### config.mk
export PLATFORM = sky130hd
export DESIGN_NAME = chtbl_fifo
export DESIGN_NICKNAME = d
export VERILOG_FILES = /design/src/design/chained_hash_table_macros.svh /design/src/design/chtbl_pkg.sv /design/src/design/chtbl_fifo.sv
export SDC_FILE = /design/constraint.sdc
export NUM_CORES = 1
export LEC_CHECK = 0
export BUFFER_PORTS_ARGS = -buffer_cell sky130_fd_sc_hd__buf_2
export CORE_AREA = 2 2 343 345
export CTS_CLUSTER_SIZE = 16
export DETAILED_ROUTE_END_ITERATION = 8
export DIE_AREA = 0 0 345 347
export HOLD_SLACK_MARGIN = 0.1
export PLACE_DENSITY_LB_ADDON = 0.1
export SETUP_SLACK_MARGIN = 0.4
export SLEW_MARGIN = 0
export SYNTH_ARGS = -nofsm -noshare
export SYNTH_HDL_FRONTEND = slang
export SYNTH_SLANG_ARGS = --single-unit
### constraint.sdc
create_clock -name clk -period 10.55 [get_ports clk]
set_input_delay 0.5275 -clock clk [delete_from_list [all_inputs] [get_ports clk]]
set_output_delay 0.5275 -clock clk [all_outputs]
set_load 0.02 [all_outputs]
### src/design/chained_hash_table_macros.svh
// ----------------------------------------------------------------------------
// chained hash table assertion macros
// implication checks used by the top level, compiled out for synthesis
// ----------------------------------------------------------------------------
`ifndef CHAINED_HASH_TABLE_MACROS_SVH
`define CHAINED_HASH_TABLE_MACROS_SVH

`ifndef SYNTHESIS

// same-cycle implication
`define CHT_ASSERT_IMPL(label, ck, rn, ante, cons) \
  label: assert property (@(posedge ck) disable iff (!rn) (ante) |-> (cons)) \
    else $error("chained_hash_table: same-cycle check failed");

// next-cycle implication
`define CHT_ASSERT_NEXT(label, ck, rn, ante, cons) \
  label: assert property (@(posedge ck) disable iff (!rn) (ante) |=> (cons)) \
    else $error("chained_hash_table: next-cycle check failed");

`else

`define CHT_ASSERT_IMPL(label, ck, rn, ante, cons)
`define CHT_ASSERT_NEXT(label, ck, rn, ante, cons)

`endif

`endif

### src/design/chtbl_pkg.sv
// ----------------------------------------------------------------------------
// chtbl_pkg
// sizes, codes and request/result types shared by the hash table modules
// ----------------------------------------------------------------------------
package chtbl_pkg;

  // table geometry
  localparam int BUCKETS    = 10;
  localparam int CAPACITY   = 64;
  localparam int NAME_BYTES = 50;

  // fixed field widths
  localparam int KEY_W     = 31;
  localparam int WORD_W    = 64;
  localparam int LAST_W    = 16;
  localparam int NAME_BITS = 6 * WORD_W + LAST_W;
  localparam int COUNT_W   = 7;

  // derived widths
  localparam int BKT_W = $clog2(BUCKETS);
  localparam int IDX_W = $clog2(CAPACITY);
  localparam int CNT_W = $clog2(CAPACITY + 1);

  // bucket hash by reciprocal multiplication: key / BUCKETS equals
  // (key * RECIP) >> HASH_SH for every KEY_W-bit key
  localparam int HASH_SH = KEY_W + BKT_W;
  localparam int RECIP_W = 32;
  localparam logic [RECIP_W-1:0] RECIP =
    RECIP_W'(((64'd1 << HASH_SH) + 64'(BUCKETS - 1)) / 64'(BUCKETS));

  // name bytes past NAME_BYTES are dropped
  localparam int NAME_KEEP = (NAME_BYTES * 8 < NAME_BITS) ? NAME_BYTES * 8 : NAME_BITS;
  localparam logic [NAME_BITS-1:0] NAME_MASK =
    {NAME_BITS{1'b1}} >> (NAME_BITS - NAME_KEEP);

  // request queue between front and back
  localparam int QDEPTH = 2;
  localparam int QPTR_W = $clog2(QDEPTH);
  localparam int QCNT_W = $clog2(QDEPTH + 1);

  typedef enum logic {
    OP_INSERT = 1'b0,
    OP_SEARCH = 1'b1
  } op_t;

  typedef enum logic [1:0] {
    ST_INSERTED = 2'd0,
    ST_FULL     = 2'd1,
    ST_FOUND    = 2'd2,
    ST_MISS     = 2'd3
  } status_t;

  typedef struct packed {
    op_t                  op;
    logic [KEY_W-1:0]     key;
    logic [BKT_W-1:0]     bkt;
    logic [NAME_BITS-1:0] name;
  } req_t;

  typedef struct packed {
    status_t              status;
    logic [COUNT_W-1:0]   count;
    logic [NAME_BITS-1:0] name;
  } res_t;

endpackage

### src/design/chtbl_fifo.sv
// ----------------------------------------------------------------------------
// chtbl_fifo
// short request queue between the front and the back
// ----------------------------------------------------------------------------
module chtbl_fifo (
  input  logic            clk,
  input  logic            rst_n,
  input  logic            push,
  input  chtbl_pkg::req_t push_req,
  output logic            full,
  input  logic            pop,
  output logic            q_valid,
  output chtbl_pkg::req_t pop_req
);
  import chtbl_pkg::*;

  req_t              slots_r [QDEPTH];
  logic [QPTR_W-1:0] wr_ptr_r, wr_ptr_nxt;
  logic [QPTR_W-1:0] rd_ptr_r, rd_ptr_nxt;
  logic [QCNT_W-1:0] cnt_r, cnt_nxt;
  logic              do_push;
  logic              do_pop;

  assign full    = (cnt_r == QCNT_W'(QDEPTH));
  assign q_valid = (cnt_r != '0);
  assign do_push = push & ~full;
  assign do_pop  = pop & q_valid;
  assign pop_req = slots_r[rd_ptr_r];

  always_comb begin
    wr_ptr_nxt = wr_ptr_r;
    rd_ptr_nxt = rd_ptr_r;
    cnt_nxt    = cnt_r;
    if (do_push) begin
      wr_ptr_nxt = (wr_ptr_r == QPTR_W'(QDEPTH - 1)) ? '0 : wr_ptr_r + 1'b1;
    end
    if (do_pop) begin
      rd_ptr_nxt = (rd_ptr_r == QPTR_W'(QDEPTH - 1)) ? '0 : rd_ptr_r + 1'b1;
    end
    case ({do_push, do_pop})
      2'b10:   cnt_nxt = cnt_r + 1'b1;
      2'b01:   cnt_nxt = cnt_r - 1'b1;
      default: cnt_nxt = cnt_r;
    endcase
  end

  always_ff @(posedge clk) begin
    if (!rst_n) begin
      wr_ptr_r <= '0;
      rd_ptr_r <= '0;
      cnt_r    <= '0;
    end else begin
      wr_ptr_r <= wr_ptr_nxt;
      rd_ptr_r <= rd_ptr_nxt;
      cnt_r    <= cnt_nxt;
    end
  end

  always_ff @(posedge clk) begin
    if (do_push) begin
      slots_r[wr_ptr_r] <= push_req;
    end
  end

endmodule

==> flow_metrics.env <==
export IMPL_synth_top_area_frac=0.822
export IMPL_wirelength_um=93000
export IMPL_path_clk_slew_ns=0.06
export IMPL_cp_start_kind="flip-flop"
export IMPL_instances_no_fill=4370
export IMPL_rsz0062_at_grt="no"
export IMPL_drtIter0Drc=788
export IMPL_finalHoldViolCount=0
export IMPL_core_area_um2=116000
export IMPL_power_per_cell_area_nw_per_um2=244
export IMPL_drt_wirelength_per_cell_um=21.3
export IMPL_h_tree_depth=3
export IMPL_intPower_mw=7.70
export IMPL_fin_crit_sh=0.405
export IMPL_port_buffers=877
export IMPL_area_growth_pct=43.3
export IMPL_min_period_ns=4.27
export IMPL_fmax_mhz=234
export IMPL_synthCells=1383
export IMPL_grt_use_total=0.149
export IMPL_ys_warn_count=0
export IMPL_fin_tns_setup_ns=0
export IMPL_ant_nets=0
export IMPL_status="complete, no violations"
export IMPL_grt_pass1_wl_um=131000
export IMPL_p_sw_mw=3.43
export IMPL_seq_power_share=0.409
export IMPL_routed_via_density=4.19
export IMPL_cts_buffer_depth=3
export IMPL_dp_slack_ns=6.90
export IMPL_ir_worst_vdd_mv=0.159
export IMPL_place_gp_congestion=0.806
export IMPL_worstSetupPathType="reg -> out"
export IMPL_cts_buffers=99
export IMPL_dp_cells=3746
export IMPL_cp_max_fo=152
export IMPL_start_util=0.275
export IMPL_die_area_um2=120000
export IMPL_antenna_found_initial=14
export IMPL_power_leakage_nw=16.9
export IMPL_grt_max_degree=153
export IMPL_insertion_delay_ns=0.67
export IMPL_max_cap_violations=0
export IMPL_ys_types=21
export IMPL_vias=18300
export IMPL_slew_viol_final=0
export IMPL_n_fill_cell=10900
export IMPL_syn_num_nets=1824
export IMPL_synth_area_top_cells="edfxtp_1, mux2_2, mux2_4, buf_4, dfxtp_1"
export IMPL_synth_seq_cells=877
export IMPL_maxSlewHeadroom=0.291
export IMPL_tightest_slew_ns=1.06
export IMPL_dr_pass1_iters=4
export IMPL_ios=878
export IMPL_hp_class="in -> reg"
export IMPL_drcViolationCount=0
export IMPL_cp_required_ns=10.02
export IMPL_cts_setup_buffers=0
export IMPL_comb_power_share=0.281
export IMPL_synthFlopType="edfxtp_1"
export IMPL_fin_nets=3201
export IMPL_cts_tree="done"
export IMPL_worst_clock_skew_ns=0.0298
export IMPL_synth_largest_area_cell="edfxtp_1"
export IMPL_root_buffer="clkbuf_16"
export IMPL_cts_num_sinks=877
export IMPL_grt_pass1_vias=20200
export IMPL_die_width_um=345
export IMPL_row_count=125
export IMPL_setup_ws_ns=6.28
export IMPL_pwr_share_clk=0.309
export IMPL_cp_data_arrival_time_ns=3.74
export IMPL_dpl_hpwl_um=65200
export IMPL_critPathCaptureType="primary output"
export IMPL_swShare=0.308
export IMPL_placed_area_um2=38000
export IMPL_yosysSeqAreaShare=0.826
export IMPL_synth_avg_cell_area_um2=23.0
export IMPL_syn_area_um2=31800
export IMPL_drive_gt1_frac=0.518
export IMPL_stdcell_area_um2=45600
export IMPL_grt_overflow_total=0
export IMPL_setup_viol=0
export IMPL_fin_total_pwr_mw=11.1
export IMPL_synthArstFlopShare=0
export IMPL_synth_edf_count=872
export IMPL_die_h_um=347
## registers in the layout, indices dropped and copies added (netlist names), named ones only
register	flops
rd_ptr_r	1
slots_r	872
cnt_r	2
wr_ptr_r	1
## worst max-delay path, cell delays in order, from the launching register on
cell	delay, ns
dfxtp_4	0.72
buf_4	0.84
buf_12	0.67
mux2_2	0.42
buf_2	0.16
## final timing paths
kind                            startpoint         endpoint  slack (ns)  cells past startpoint
worst max-delay path             flip-flop      pop_req[15]        6.28                      4
worst min-delay path                  push         wr_ptr_r        0.26                      4
worst max register to register    cnt_r[0]  slots_r[1][288]        7.00                      4
worst min register to register    wr_ptr_r         wr_ptr_r        0.49                      2
## cells in the final DEF (no fill, tap or decap), types with 3 or more instances in the layout
master / netlist / routed
buf_2: 13 / 877
clkinv_2: 0 / 21
clkinvlp_4: 0 / 3
dfxtp_1: 5 / 4
clkbuf_16: 0 / 102
xnor2_1: 3 / 3
clkbuf_1: 0 / 20
buf_4: 30 / 4
edfxtp_1: 872 / 872
clkinv_1: 0 / 17
dlygate4sd3_1: 0 / 437
buf_12: 0 / 7
bufinv_16: 0 / 12
mux2_2: 396 / 396
mux2_4: 40 / 40
diode_2: 0 / 8
## cell type report
cell class	instances	area, µm²	area share
flip-flops and latches	877	26300	0.576
repair buffers	1325	8930	0.196
multi-input cells	454	5190	0.114
clock buffers	122	2630	0.0576
well taps	1524	1910	0.0418
clock inverters	57	653	0.0143
diodes	8	20.0	0.000439
inverters	3	15.0	0.000329
## layer usage
metal	routed length (µm)	share of wire	GRT usage	up-vias
li1	-	-	-	8315
met1	31600	0.34	0.144	9068
met2	49100	0.53	0.274	687
met3	6950	0.075	0.0541	215
met4	5280	0.057	0.0848	6
met5	40	0.00043	0	-
## power groups by stage
stage	logic, mW	clock network, mW	registers (mW)
6_report	3.13	3.44	4.56
4_1_cts	3.21	3.56	4.56
5_1_grt	3.33	3.68	4.59
3_3_place_gp	3.04	0	4.63
3_5_place_dp	3.05	0	4.63
2_1_floorplan	2.04	0	4.67
## through the flow
step                      utilization  hold WS [ns]
after CTS                       0.394         0.183
after detailed placement        0.328         0.478
final                           0.394         0.261
after global placement          0.328         0.480
after floorplan                     -         0.457
after global routing            0.394         0.250
## kinds of logic (layout without fill, tap and decap cells)
kind of cell             count (synthesis)  in the layout  synth area share
flip-flops                             877            877             0.826
multiplexers                           436            436             0.159
buffers and inverters                   52           1507            0.0116
AND/OR/NAND/NOR                          9              9           0.00169
AO/OA/AOI/OAI                            5              5           0.00102
XOR/XNOR                                 3              3          0.000825
adder cells (fa/ha/maj)                  1              1          0.000393
other                                    0              8                 0
## cell usage after synthesis (2+ instances only)
library cell / count
mux2_2: 396
xnor2_1: 3
inv_1: 3
or3_1: 2
nor2b_1: 2
dfxtp_1: 5
buf_2: 13
buf_6: 6
mux2_4: 40
buf_4: 30
o21ai_0: 2
edfxtp_1: 872
## repair_timing
action	4_1_cts	5_1_grt
hold endpoints to repair	877	0
hold buffers	437	0
resized for setup	0	0
Power figures use the tool's default switching activity.
